[src/sv/tma_pkg.sv]
// Shared package of the triangle mesh area accumulator: fixed field widths,
// derived datapath widths and the input and result transaction structs.
// No dependencies.
`default_nettype none

package tma_pkg;

  localparam int unsigned COORD_BITS = 12;
  localparam int unsigned SUM_BITS   = 44;

  // Edge component magnitude, cross component magnitude, root and radicand.
  localparam int unsigned EDGE_BITS  = COORD_BITS;
  localparam int unsigned CROSS_BITS = 2 * COORD_BITS + 1;
  localparam int unsigned ROOT_BITS  = 2 * COORD_BITS + 2;
  localparam int unsigned RAD_BITS   = 2 * ROOT_BITS;

  // Width of the unsaturated sum of accumulator and root.
  localparam int unsigned ADD_BITS = ((SUM_BITS > ROOT_BITS) ? SUM_BITS : ROOT_BITS) + 1;

  typedef struct packed {
    logic signed [COORD_BITS-1:0] ax;
    logic signed [COORD_BITS-1:0] ay;
    logic signed [COORD_BITS-1:0] az;
    logic signed [COORD_BITS-1:0] bx;
    logic signed [COORD_BITS-1:0] by_coord;
    logic signed [COORD_BITS-1:0] bz;
    logic signed [COORD_BITS-1:0] cx_coord;
    logic signed [COORD_BITS-1:0] cy_coord;
    logic signed [COORD_BITS-1:0] cz_coord;
    logic                         last_triangle;
  } tma_in_t;

  typedef struct packed {
    logic [SUM_BITS-1:0] twice_area_sum;
    logic                mesh_done;
  } tma_out_t;

endpackage

`default_nettype wire

[src/sv/tma_mul.sv]
// Serial unsigned multiplier lane: radix-4, one two-bit multiplier digit per cycle.
// Standalone; used by the top level of the triangle mesh area accumulator.
`default_nettype none

module tma_mul #(
  parameter int unsigned A_BITS = 12,
  parameter int unsigned B_BITS = 12
) (
  input  wire logic                      clk_i,
  input  wire logic                      rst_ni,
  input  wire logic                      start_i,
  input  wire logic [A_BITS-1:0]         a_i,
  input  wire logic [B_BITS-1:0]         b_i,
  output logic                           done_o,
  output logic [A_BITS+B_BITS-1:0]       prod_o
);

  localparam int unsigned BP    = B_BITS + (B_BITS % 2);
  localparam int unsigned NSTEP = BP / 2;
  localparam int unsigned CW    = (NSTEP > 1) ? $clog2(NSTEP) : 1;
  localparam int unsigned PW    = A_BITS + BP;

  logic [A_BITS-1:0] mcand_q;
  logic [BP-1:0]     mplier_q;
  logic [PW-1:0]     acc_q;
  logic [A_BITS+1:0] part;
  logic [A_BITS+1:0] hi_sum;
  logic [CW-1:0]     cnt_q, cnt_d;
  logic              busy_q, busy_d;
  logic              done_q, done_d;

  always_comb begin
    case (mplier_q[1:0])
      2'd0:    part = '0;
      2'd1:    part = {2'b00, mcand_q};
      2'd2:    part = {1'b0, mcand_q, 1'b0};
      default: part = {2'b00, mcand_q} + {1'b0, mcand_q, 1'b0};
    endcase
    hi_sum = {2'b00, acc_q[PW-1:BP]} + part;
  end

  always_comb begin
    cnt_d  = cnt_q;
    busy_d = busy_q;
    done_d = 1'b0;
    if (start_i) begin
      cnt_d  = '0;
      busy_d = 1'b1;
    end else if (busy_q) begin
      if (cnt_q == CW'(NSTEP - 1)) begin
        busy_d = 1'b0;
        done_d = 1'b1;
      end else begin
        cnt_d = cnt_q + 1'b1;
      end
    end
  end

  always_ff @(posedge clk_i or negedge rst_ni) begin
    if (!rst_ni) begin
      cnt_q  <= '0;
      busy_q <= 1'b0;
      done_q <= 1'b0;
    end else begin
      cnt_q  <= cnt_d;
      busy_q <= busy_d;
      done_q <= done_d;
    end
  end

  // Shift the low product digits out below the running partial sum.
  always_ff @(posedge clk_i) begin
    if (start_i) begin
      mcand_q  <= a_i;
      mplier_q <= BP'(b_i);
      acc_q    <= '0;
    end else if (busy_q) begin
      mplier_q <= mplier_q >> 2;
      acc_q    <= {hi_sum, acc_q[BP-1:2]};
    end
  end

  assign done_o = done_q;
  assign prod_o = acc_q[A_BITS+B_BITS-1:0];

endmodule

`default_nettype wire

[src/sv/tma_sqrt.sv]
// Serial floor square root: restoring digit-by-digit, one root bit per cycle.
// Standalone; used by the top level of the triangle mesh area accumulator.
`default_nettype none

module tma_sqrt #(
  parameter int unsigned ROOT_BITS = 26
) (
  input  wire logic                   clk_i,
  input  wire logic                   rst_ni,
  input  wire logic                   start_i,
  input  wire logic [2*ROOT_BITS-1:0] rad_i,
  output logic                        done_o,
  output logic [ROOT_BITS-1:0]        root_o
);

  localparam int unsigned RW = 2 * ROOT_BITS;
  localparam int unsigned CW = (ROOT_BITS > 1) ? $clog2(ROOT_BITS) : 1;

  logic [RW-1:0]        rad_q;
  logic [ROOT_BITS+1:0] rem_q;
  logic [ROOT_BITS-1:0] root_q;
  logic [ROOT_BITS+1:0] rem_t;
  logic [ROOT_BITS+1:0] trial;
  logic [ROOT_BITS+1:0] diff;
  logic                 fits;
  logic [CW-1:0]        cnt_q, cnt_d;
  logic                 busy_q, busy_d;
  logic                 done_q, done_d;

  // Bring down the next two radicand bits and try root*4+1 against them.
  always_comb begin
    rem_t = {rem_q[ROOT_BITS-1:0], rad_q[RW-1:RW-2]};
    trial = {root_q, 2'b01};
    fits  = (rem_t >= trial);
    diff  = rem_t - trial;
  end

  always_comb begin
    cnt_d  = cnt_q;
    busy_d = busy_q;
    done_d = 1'b0;
    if (start_i) begin
      cnt_d  = '0;
      busy_d = 1'b1;
    end else if (busy_q) begin
      if (cnt_q == CW'(ROOT_BITS - 1)) begin
        busy_d = 1'b0;
        done_d = 1'b1;
      end else begin
        cnt_d = cnt_q + 1'b1;
      end
    end
  end

  always_ff @(posedge clk_i or negedge rst_ni) begin
    if (!rst_ni) begin
      cnt_q  <= '0;
      busy_q <= 1'b0;
      done_q <= 1'b0;
    end else begin
      cnt_q  <= cnt_d;
      busy_q <= busy_d;
      done_q <= done_d;
    end
  end

  always_ff @(posedge clk_i) begin
    if (start_i) begin
      rad_q  <= rad_i;
      rem_q  <= '0;
      root_q <= '0;
    end else if (busy_q) begin
      rad_q  <= rad_q << 2;
      rem_q  <= fits ? diff : rem_t;
      root_q <= {root_q[ROOT_BITS-2:0], fits};
    end
  end

  assign done_o = done_q;
  assign root_o = root_q;

endmodule

`default_nettype wire

[src/sv/triangle_mesh_area_accumulator.sv]
// Top level of the triangle mesh area accumulator; uses tma_pkg, tma_mul, tma_sqrt.
//
// Usage: one triangle (three vertices, signed fixed-point coordinates) is one
// transaction on the in_* channel (valid/ready). For each triangle the block
// forms the edge cross product, its squared length and the floor square root,
// which is twice the triangle area, and adds it to a saturating running sum.
// One result transaction per triangle leaves on the out_* channel carrying
// the sum (one implied fractional bit) and mesh_done, a copy of the last
// flag. After a last triangle the sum clears for the next mesh.
// One triangle is worked on at a time: the next is taken only once the
// result of the last has been written to the output register. The serial
// square root, one root bit per cycle, does the largest share of the work;
// the cross product and squaring lanes take two multiplier bits per cycle.
// Reset clears the running sum and the control state; no result is pending.
// A stalled receiver holds the result in the output register; the next
// triangle is still accepted and worked on, and waits only to be written out.
`default_nettype none

module triangle_mesh_area_accumulator (
  input  wire logic             clk_i,
  input  wire logic             rst_ni,
  input  wire logic             in_valid_i,
  output logic                  in_ready_o,
  input  wire tma_pkg::tma_in_t in_data_i,
  output logic                  out_valid_o,
  input  wire logic             out_ready_i,
  output tma_pkg::tma_out_t     out_data_o
);

  localparam int unsigned CB = tma_pkg::COORD_BITS;
  localparam int unsigned EW = tma_pkg::EDGE_BITS + 1;
  localparam int unsigned PB = 2 * tma_pkg::EDGE_BITS;
  localparam int unsigned XB = tma_pkg::CROSS_BITS;
  localparam int unsigned SB = 2 * tma_pkg::CROSS_BITS;
  localparam int unsigned RB = tma_pkg::ROOT_BITS;
  localparam int unsigned LB = tma_pkg::RAD_BITS;
  localparam int unsigned SUMB = tma_pkg::SUM_BITS;
  localparam int unsigned AB = tma_pkg::ADD_BITS;

  // Edges: 0..2 are B-A, 3..5 are C-A. Lanes 2j and 2j+1 form cross component j.
  localparam int unsigned LANE_A [6] = '{1, 2, 2, 0, 0, 1};
  localparam int unsigned LANE_B [6] = '{5, 4, 3, 5, 4, 3};

  typedef enum logic [7:0] {
    ST_IDLE  = 8'b0000_0001,
    ST_MUL1  = 8'b0000_0010,
    ST_CROSS = 8'b0000_0100,
    ST_MUL2  = 8'b0000_1000,
    ST_SUM1  = 8'b0001_0000,
    ST_SUM2  = 8'b0010_0000,
    ST_SQRT  = 8'b0100_0000,
    ST_ACC   = 8'b1000_0000
  } tma_state_e;

  tma_state_e state_q, state_d;

  logic [CB-1:0]   vert_a [3];
  logic [CB-1:0]   vert_b [3];
  logic [CB-1:0]   vert_c [3];
  logic [EW-1:0]   ediff  [6];
  logic [EW-1:0]   eneg   [6];
  logic [CB-1:0]   emag   [6];
  logic [5:0]      esgn;
  logic [5:0]      esgn_q;
  logic            last_q;

  logic [PB-1:0]   prod   [6];
  logic [5:0]      prod_done;
  logic [5:0]      psgn;
  logic [XB-1:0]   xmag   [3];
  logic [SB-1:0]   sq     [3];
  logic [2:0]      sq_done;
  logic [LB-1:0]   len_q;
  logic [LB-1:0]   len_full;
  logic [RB-1:0]   root;
  logic            sqrt_done;

  logic            in_acc;
  logic            mul1_done;
  logic            mul2_done;
  logic            sq_start;
  logic            sqrt_start;
  logic            out_wr;

  logic [SUMB-1:0] area_acc_q;
  logic [AB-1:0]   sum_wide;
  logic [SUMB-1:0] sum_new;
  logic            out_valid_q;
  tma_pkg::tma_out_t out_q;

  assign in_ready_o = (state_q == ST_IDLE);
  assign in_acc     = in_valid_i && in_ready_o;
  assign mul1_done  = &prod_done;
  assign mul2_done  = &sq_done;
  assign sq_start   = (state_q == ST_CROSS);
  assign sqrt_start = (state_q == ST_SUM2);
  assign out_wr     = (state_q == ST_ACC) && (!out_valid_q || out_ready_i);

  // Edge vectors and their sign/magnitude split, straight from the payload.
  always_comb begin
    vert_a[0] = in_data_i.ax;
    vert_a[1] = in_data_i.ay;
    vert_a[2] = in_data_i.az;
    vert_b[0] = in_data_i.bx;
    vert_b[1] = in_data_i.by_coord;
    vert_b[2] = in_data_i.bz;
    vert_c[0] = in_data_i.cx_coord;
    vert_c[1] = in_data_i.cy_coord;
    vert_c[2] = in_data_i.cz_coord;
  end

  for (genvar k = 0; k < 3; k++) begin : g_edge
    assign ediff[k]   = {vert_b[k][CB-1], vert_b[k]} - {vert_a[k][CB-1], vert_a[k]};
    assign ediff[k+3] = {vert_c[k][CB-1], vert_c[k]} - {vert_a[k][CB-1], vert_a[k]};
  end

  for (genvar k = 0; k < 6; k++) begin : g_emag
    assign eneg[k] = -ediff[k];
    assign esgn[k] = ediff[k][EW-1];
    assign emag[k] = esgn[k] ? eneg[k][CB-1:0] : ediff[k][CB-1:0];
  end

  for (genvar k = 0; k < 6; k++) begin : g_cross_lane
    tma_mul #(
      .A_BITS(CB),
      .B_BITS(CB)
    ) u_mul (
      .clk_i  (clk_i),
      .rst_ni (rst_ni),
      .start_i(in_acc),
      .a_i    (emag[LANE_A[k]]),
      .b_i    (emag[LANE_B[k]]),
      .done_o (prod_done[k]),
      .prod_o (prod[k])
    );
    assign psgn[k] = esgn_q[LANE_A[k]] ^ esgn_q[LANE_B[k]];
  end

  // Magnitude of sa*pa - sb*pb: a sum when the signs differ, else |pa - pb|.
  for (genvar j = 0; j < 3; j++) begin : g_cross
    logic [PB:0]   psum;
    logic [PB-1:0] pdiff;
    assign psum  = {1'b0, prod[2*j]} + {1'b0, prod[2*j+1]};
    assign pdiff = (prod[2*j] >= prod[2*j+1]) ? (prod[2*j] - prod[2*j+1])
                                              : (prod[2*j+1] - prod[2*j]);
    assign xmag[j] = (psgn[2*j] ^ psgn[2*j+1]) ? psum : {1'b0, pdiff};
  end

  for (genvar j = 0; j < 3; j++) begin : g_square_lane
    tma_mul #(
      .A_BITS(XB),
      .B_BITS(XB)
    ) u_sq (
      .clk_i  (clk_i),
      .rst_ni (rst_ni),
      .start_i(sq_start),
      .a_i    (xmag[j]),
      .b_i    (xmag[j]),
      .done_o (sq_done[j]),
      .prod_o (sq[j])
    );
  end

  assign len_full = len_q + {2'b00, sq[2]};

  tma_sqrt #(
    .ROOT_BITS(RB)
  ) u_sqrt (
    .clk_i  (clk_i),
    .rst_ni (rst_ni),
    .start_i(sqrt_start),
    .rad_i  (len_full),
    .done_o (sqrt_done),
    .root_o (root)
  );

  // Saturating add of the root to the running sum.
  always_comb begin
    sum_wide = AB'(area_acc_q) + AB'(root);
    sum_new  = (|sum_wide[AB-1:SUMB]) ? '1 : sum_wide[SUMB-1:0];
  end

  always_comb begin
    state_d = state_q;
    unique case (state_q)
      ST_IDLE:  if (in_acc) state_d = ST_MUL1;
      ST_MUL1:  if (mul1_done) state_d = ST_CROSS;
      ST_CROSS: state_d = ST_MUL2;
      ST_MUL2:  if (mul2_done) state_d = ST_SUM1;
      ST_SUM1:  state_d = ST_SUM2;
      ST_SUM2:  state_d = ST_SQRT;
      ST_SQRT:  if (sqrt_done) state_d = ST_ACC;
      ST_ACC:   if (out_wr) state_d = ST_IDLE;
      default:  state_d = ST_IDLE;
    endcase
  end

  always_ff @(posedge clk_i or negedge rst_ni) begin
    if (!rst_ni) begin
      state_q     <= ST_IDLE;
      out_valid_q <= 1'b0;
      area_acc_q  <= '0;
    end else begin
      state_q <= state_d;
      if (out_wr) begin
        out_valid_q <= 1'b1;
        area_acc_q  <= last_q ? '0 : sum_new;
      end else if (out_ready_i) begin
        out_valid_q <= 1'b0;
      end
    end
  end

  always_ff @(posedge clk_i) begin
    if (in_acc) begin
      esgn_q <= esgn;
      last_q <= in_data_i.last_triangle;
    end
    if (state_q == ST_SUM1) begin
      len_q <= {2'b00, sq[0]} + {2'b00, sq[1]};
    end
    if (out_wr) begin
      out_q.twice_area_sum <= sum_new;
      out_q.mesh_done      <= last_q;
    end
  end

  assign out_valid_o = out_valid_q;
  assign out_data_o  = out_q;

  // Lane completions must line up with the states that wait for them.
  a_cross_done_in_mul1 : assert property (@(posedge clk_i) disable iff (!rst_ni)
    mul1_done |-> state_q == ST_MUL1)
    else $error("cross product lanes finished outside their wait state");

  a_root_done_in_sqrt : assert property (@(posedge clk_i) disable iff (!rst_ni)
    sqrt_done |-> state_q == ST_SQRT)
    else $error("square root finished outside its wait state");

  a_clear_after_last : assert property (@(posedge clk_i) disable iff (!rst_ni)
    (out_wr && last_q) |=> area_acc_q == '0)
    else $error("running sum not cleared after the last triangle");

  a_sum_no_wrap : assert property (@(posedge clk_i) disable iff (!rst_ni)
    (out_wr && !last_q) |=> area_acc_q >= $past(area_acc_q))
    else $error("running sum wrapped instead of saturating");

  a_out_matches_sum : assert property (@(posedge clk_i) disable iff (!rst_ni)
    (out_wr && !last_q) |=> out_q.twice_area_sum == area_acc_q)
    else $error("result sum differs from the running sum");

endmodule

`default_nettype wire

[config.mk]
export PLATFORM = sky130hd
export DESIGN_NAME = triangle_mesh_area_accumulator
export DESIGN_NICKNAME = d
export VERILOG_FILES = /design/src/sv/tma_pkg.sv /design/src/sv/tma_mul.sv /design/src/sv/tma_sqrt.sv /design/src/sv/triangle_mesh_area_accumulator.sv
export SDC_FILE = /design/constraint.sdc
export NUM_CORES = 2
export LEC_CHECK = 0
export BUFFER_PORTS_ARGS = -buffer_cell sky130_fd_sc_hd__buf_2
export CORE_UTILIZATION = 50
export DETAILED_ROUTE_END_ITERATION = 8
export GPL_TIMING_DRIVEN = 0
export PLACE_DENSITY = 0.72
export SYNTH_ARGS = -nofsm -noshare
export SYNTH_HDL_FRONTEND = slang
export SYNTH_SLANG_ARGS = --single-unit
export TNS_END_PERCENT = 20
[constraint.sdc]
create_clock -name clk_i -period 5.9 [get_ports clk_i]
set_input_delay 0 -clock clk_i [delete_from_list [all_inputs] [get_ports clk_i]]
set_output_delay 0 -clock clk_i [all_outputs]
set_load 0.005 [all_outputs]
==> results.md <==
* Status: finished, final reports clean
* TritonCTS Sinks at 870
* Cells on worst reg2reg path at 20
* First-pass GRT wire length at 290000 um
* TritonCTS Buffers at 100
* Fraction of layout cells with a size suffix above 1 at 7.11%
* Syn Nets at 8610
* # setup viols final at 0
* Grt ovf at 0
* Post-DP HPWL at 144000 um
* Crit path DAT at 6130 ps
* Sequential fraction of the synthesis area at 32.3%
* Slew headroom at 9.42%
* TritonCTS clock tree: done
* DR WL met3 at 7690 um
* Vias per Instance at 5.84
* Chip width at 372 um
* Tightest Pin Transition at 1350 ps
* Top sig layer: met4
* Initial antenna violation count at 2
* Hold WS at 30.7 ps
* Port buffer count at 159
* Largest net degree at the start of global routing at 74
* Die area at 0.138 mm2
* Setup CP Type: flip-flop to flip-flop
* DR WL met2 at 86600 um
* Reg2reg setup slack at 360 ps
* Gpl congestion at 0.970
* Layout net count at 8942
* Average cell area after synthesis at 8.84 um2
* Clk_skew at 49.1 ps
* Initial Utilization at 50.4%
* Synth Warn # at 0
* Worst Path Required at 6490 ps
* Worst-Skew Late Latency at 740 ps
* Synthesized instance count at 7738
* Total vias in the final route at 58100
* Reg2Reg Capture Point: g_square_lane[1].u_sq.acc_q[50]
* Slew Viols, Final at 0
* Crit path to: g_square_lane[1].u_sq.acc_q[50]
* Number of DRC markers in iteration 0 at 4071
* Tcrit/Tclk final at 93.8%
* Fmax at 181 MHz
* Num rows at 135
* Synth-to-layout area growth at 10.6%
* Critical Path Fanout Max at 5
* Final Critical Period at 5540 ps
* DRT antenna net count at 0
* Ant diodes at 0
* Clock buffer depth at 3
* Post-synth EDFFs at 413
* CP endpoint kind: flip-flop
* Post-CTS Setup Repair Bufs at 0
* GR Util All Layers at 25.8%
* Unique masters post-synth at 103
* Syn Std Cell Area at 0.0684 mm2
* # IOs at 160
* Setup crit start: g_square_lane[1].u_sq.mcand_q[1]
* Core Box Area at 0.136 mm2
* Most frequent cells in the layout: 795 x nor2_1, 726 x ha_1, 648 x a21oi_1, 552 x nand2_1, 464 x inv_1
* Seq cells post-synth at 870
* Root Buffer: clkbuf_16
* HP Class: input port to flip-flop
* Max-cap viol count at 0
* Clock-pin slew on the worst setup and hold paths at 60 ps
* Synth Flop Type: edfxtp_1
* DRC viols at 0
* WL final at 184000 um
* Fillers at 12100
* Hold Vio Cnt, Final at 0
* # H-tree levels at 3
* RSZ-0062 raised after global routing: false
* Met1 WL at 81100 um
* Die Y at 372 um
* DR WL/cell at 18.5 um
* Reg2reg start: g_square_lane[1].u_sq.mcand_q[1]
* First-pass DRT Iterations at 8
* Ys async rst share at 12.4%
* Vias in the first global route at 55000
* Most common cell after layout, fill and taps aside: nor2_1
* Crit start category: flip-flop
## cells in the mapped netlist, drive strengths merged, types with 37 or more instances
cell      n  share of area, %
a211oi   77              0.85
a21o    241               2.6
a21oi   648               4.7
a22o    111               1.4
a31oi    71              0.66
and2     49              0.45
and3     59              0.54
buf      51              0.37
clkbuf  258               1.4
dfrtp   107               3.9
dfxtp   349                10
edfxtp  413                18
ha      726                13
inv     466               2.6
mux2    132               2.2
mux2i   334               4.9
nand2   554               3.0
nand2b   87              0.80
nand3   134              0.99
nand4    44              0.40
nor2    795               4.4
nor2b    85              0.78
nor3    125              0.91
o211ai   55              0.60
o21a     94               1.0
o21ai   457               3.3
o21bai  122               1.3
o31ai    54              0.62
or3      37              0.34
xnor2   408               5.2
xor2    154               2.0
## worst min-delay path by stage
stage             startpoint                                to  slack [ps]  cells after the start
2_1_floorplan         rst_ni                     area_acc_q[0]        -300                      0
3_3_place_gp    in_data_i[0]                            last_q         180                      1
3_5_place_dp          rst_ni      g_square_lane[2].u_sq.busy_q         -40                      1
4_1_cts        in_data_i[79]  g_cross_lane[2].u_mul.mcand_q[6]           2                      5
5_1_grt        in_data_i[64]  g_cross_lane[4].u_mul.mcand_q[4]          40                      5
6_report       in_data_i[55]  g_cross_lane[5].u_mul.mcand_q[6]          30                      4
## final cells by class
| type | instances | area, um2 | share of cell area [%] |
|---|---|---|---|
| Sequential cell | 870 | 22100 | 29.2 |
| Buffer | 309 | 1230 | 1.62 |
| Clock buffer | 120 | 2760 | 3.64 |
| Multi-Input combinational cell | 6093 | 43400 | 57.4 |
| Timing Repair Buffer | 230 | 1600 | 2.12 |
| Clock inverter | 69 | 604 | 0.799 |
| Tap cell | 1781 | 2230 | 2.95 |
| Inverter | 466 | 1750 | 2.31 |
## layer usage
| layer | vias up | global-route usage, % |
|---|---|---|
| met3 | 371 | 2.79 |
| met4 | 0 | 11.2 |
| met2 | 1529 | 44.1 |
| li1 | 28600 | - |
| met1 | 27600 | 32.9 |
| met5 | - | 0 |
## cells by family after synthesis
kind of cell             Yosys count  share of synthesized area (%)
buffers and inverters            775                           4.34
XOR/XNOR                         562                           7.19
AND/OR/NAND/NOR                 2102                           14.1
flip-flops                       870                           32.3
multiplexers                     466                           7.06
AO/OA/AOI/OAI                   2204                           20.8
adder cells (fa/ha/maj)          759                           14.2
## sequential cells by signal (all words and copies together) (netlist names), 3 cells and up
register / flops
area_acc_q: 44
esgn_q: 6
g_cross_lane.u_mul.busy_q: 6
g_cross_lane.u_mul.cnt_q: 18
g_cross_lane.u_mul.done_o: 6
g_cross_lane.u_mul.mcand_q: 36
g_cross_lane.u_mul.mplier_q: 72
g_cross_lane.u_mul.prod_o: 144
g_square_lane.u_sq.acc_q: 153
g_square_lane.u_sq.busy_q: 3
g_square_lane.u_sq.cnt_q: 12
g_square_lane.u_sq.done_o: 3
g_square_lane.u_sq.mcand_q: 75
g_square_lane.u_sq.mplier_q: 75
len_q: 51
out_data_o: 45
state_q: 8
u_sqrt.cnt_q: 5
u_sqrt.rad_q: 52
u_sqrt.rem_q: 26
u_sqrt.root_o: 26
## worst max-delay path: stages, from the launching register on
cell and delay (ps):
edfxtp_1 510, ha_1 280, fa_1 420, a21o_1 210
and4_1 210, or3_1 350, a21o_1 190, a21oi_1 160
xnor2_1 80, mux2_2 260, a22o_1 190, ha_1 340
nand2_1 90, or3_1 430, o31ai_1 580, nand4_1 180
a21oi_1 300, a41oi_1 200, a21boi_1 210, xor2_1 140
o21ai_0 90
## stage by stage
stage | instances | setup TNS [ps] | utilization [%] | worst slack, ps | area (um2)
after floorplan | 7738 | 0 | - | 428 | 68400
after global placement | 9678 | -170800 | 52.7 | -1330 | 71500
after detailed placement | 9687 | 0 | 52.8 | 400 | 71600
after CTS | 9938 | 0 | 55.8 | 364 | 75600
after global routing | 9938 | 0 | 55.8 | 49.1 | 75700
final | 9938 | 0 | 55.8 | 363 | 75700
## repair_timing
action / in CTS / in global routing
endpoints found under the setup margin: 0 / 2
endpoints found under the hold margin: 155 / 0
hold buffers: 62 / 0
resized for setup: 0 / 4
Power is left out: the tool's default activity adds up to more than one toggle a clock period on the data nets, which glitch-free logic cannot reach.
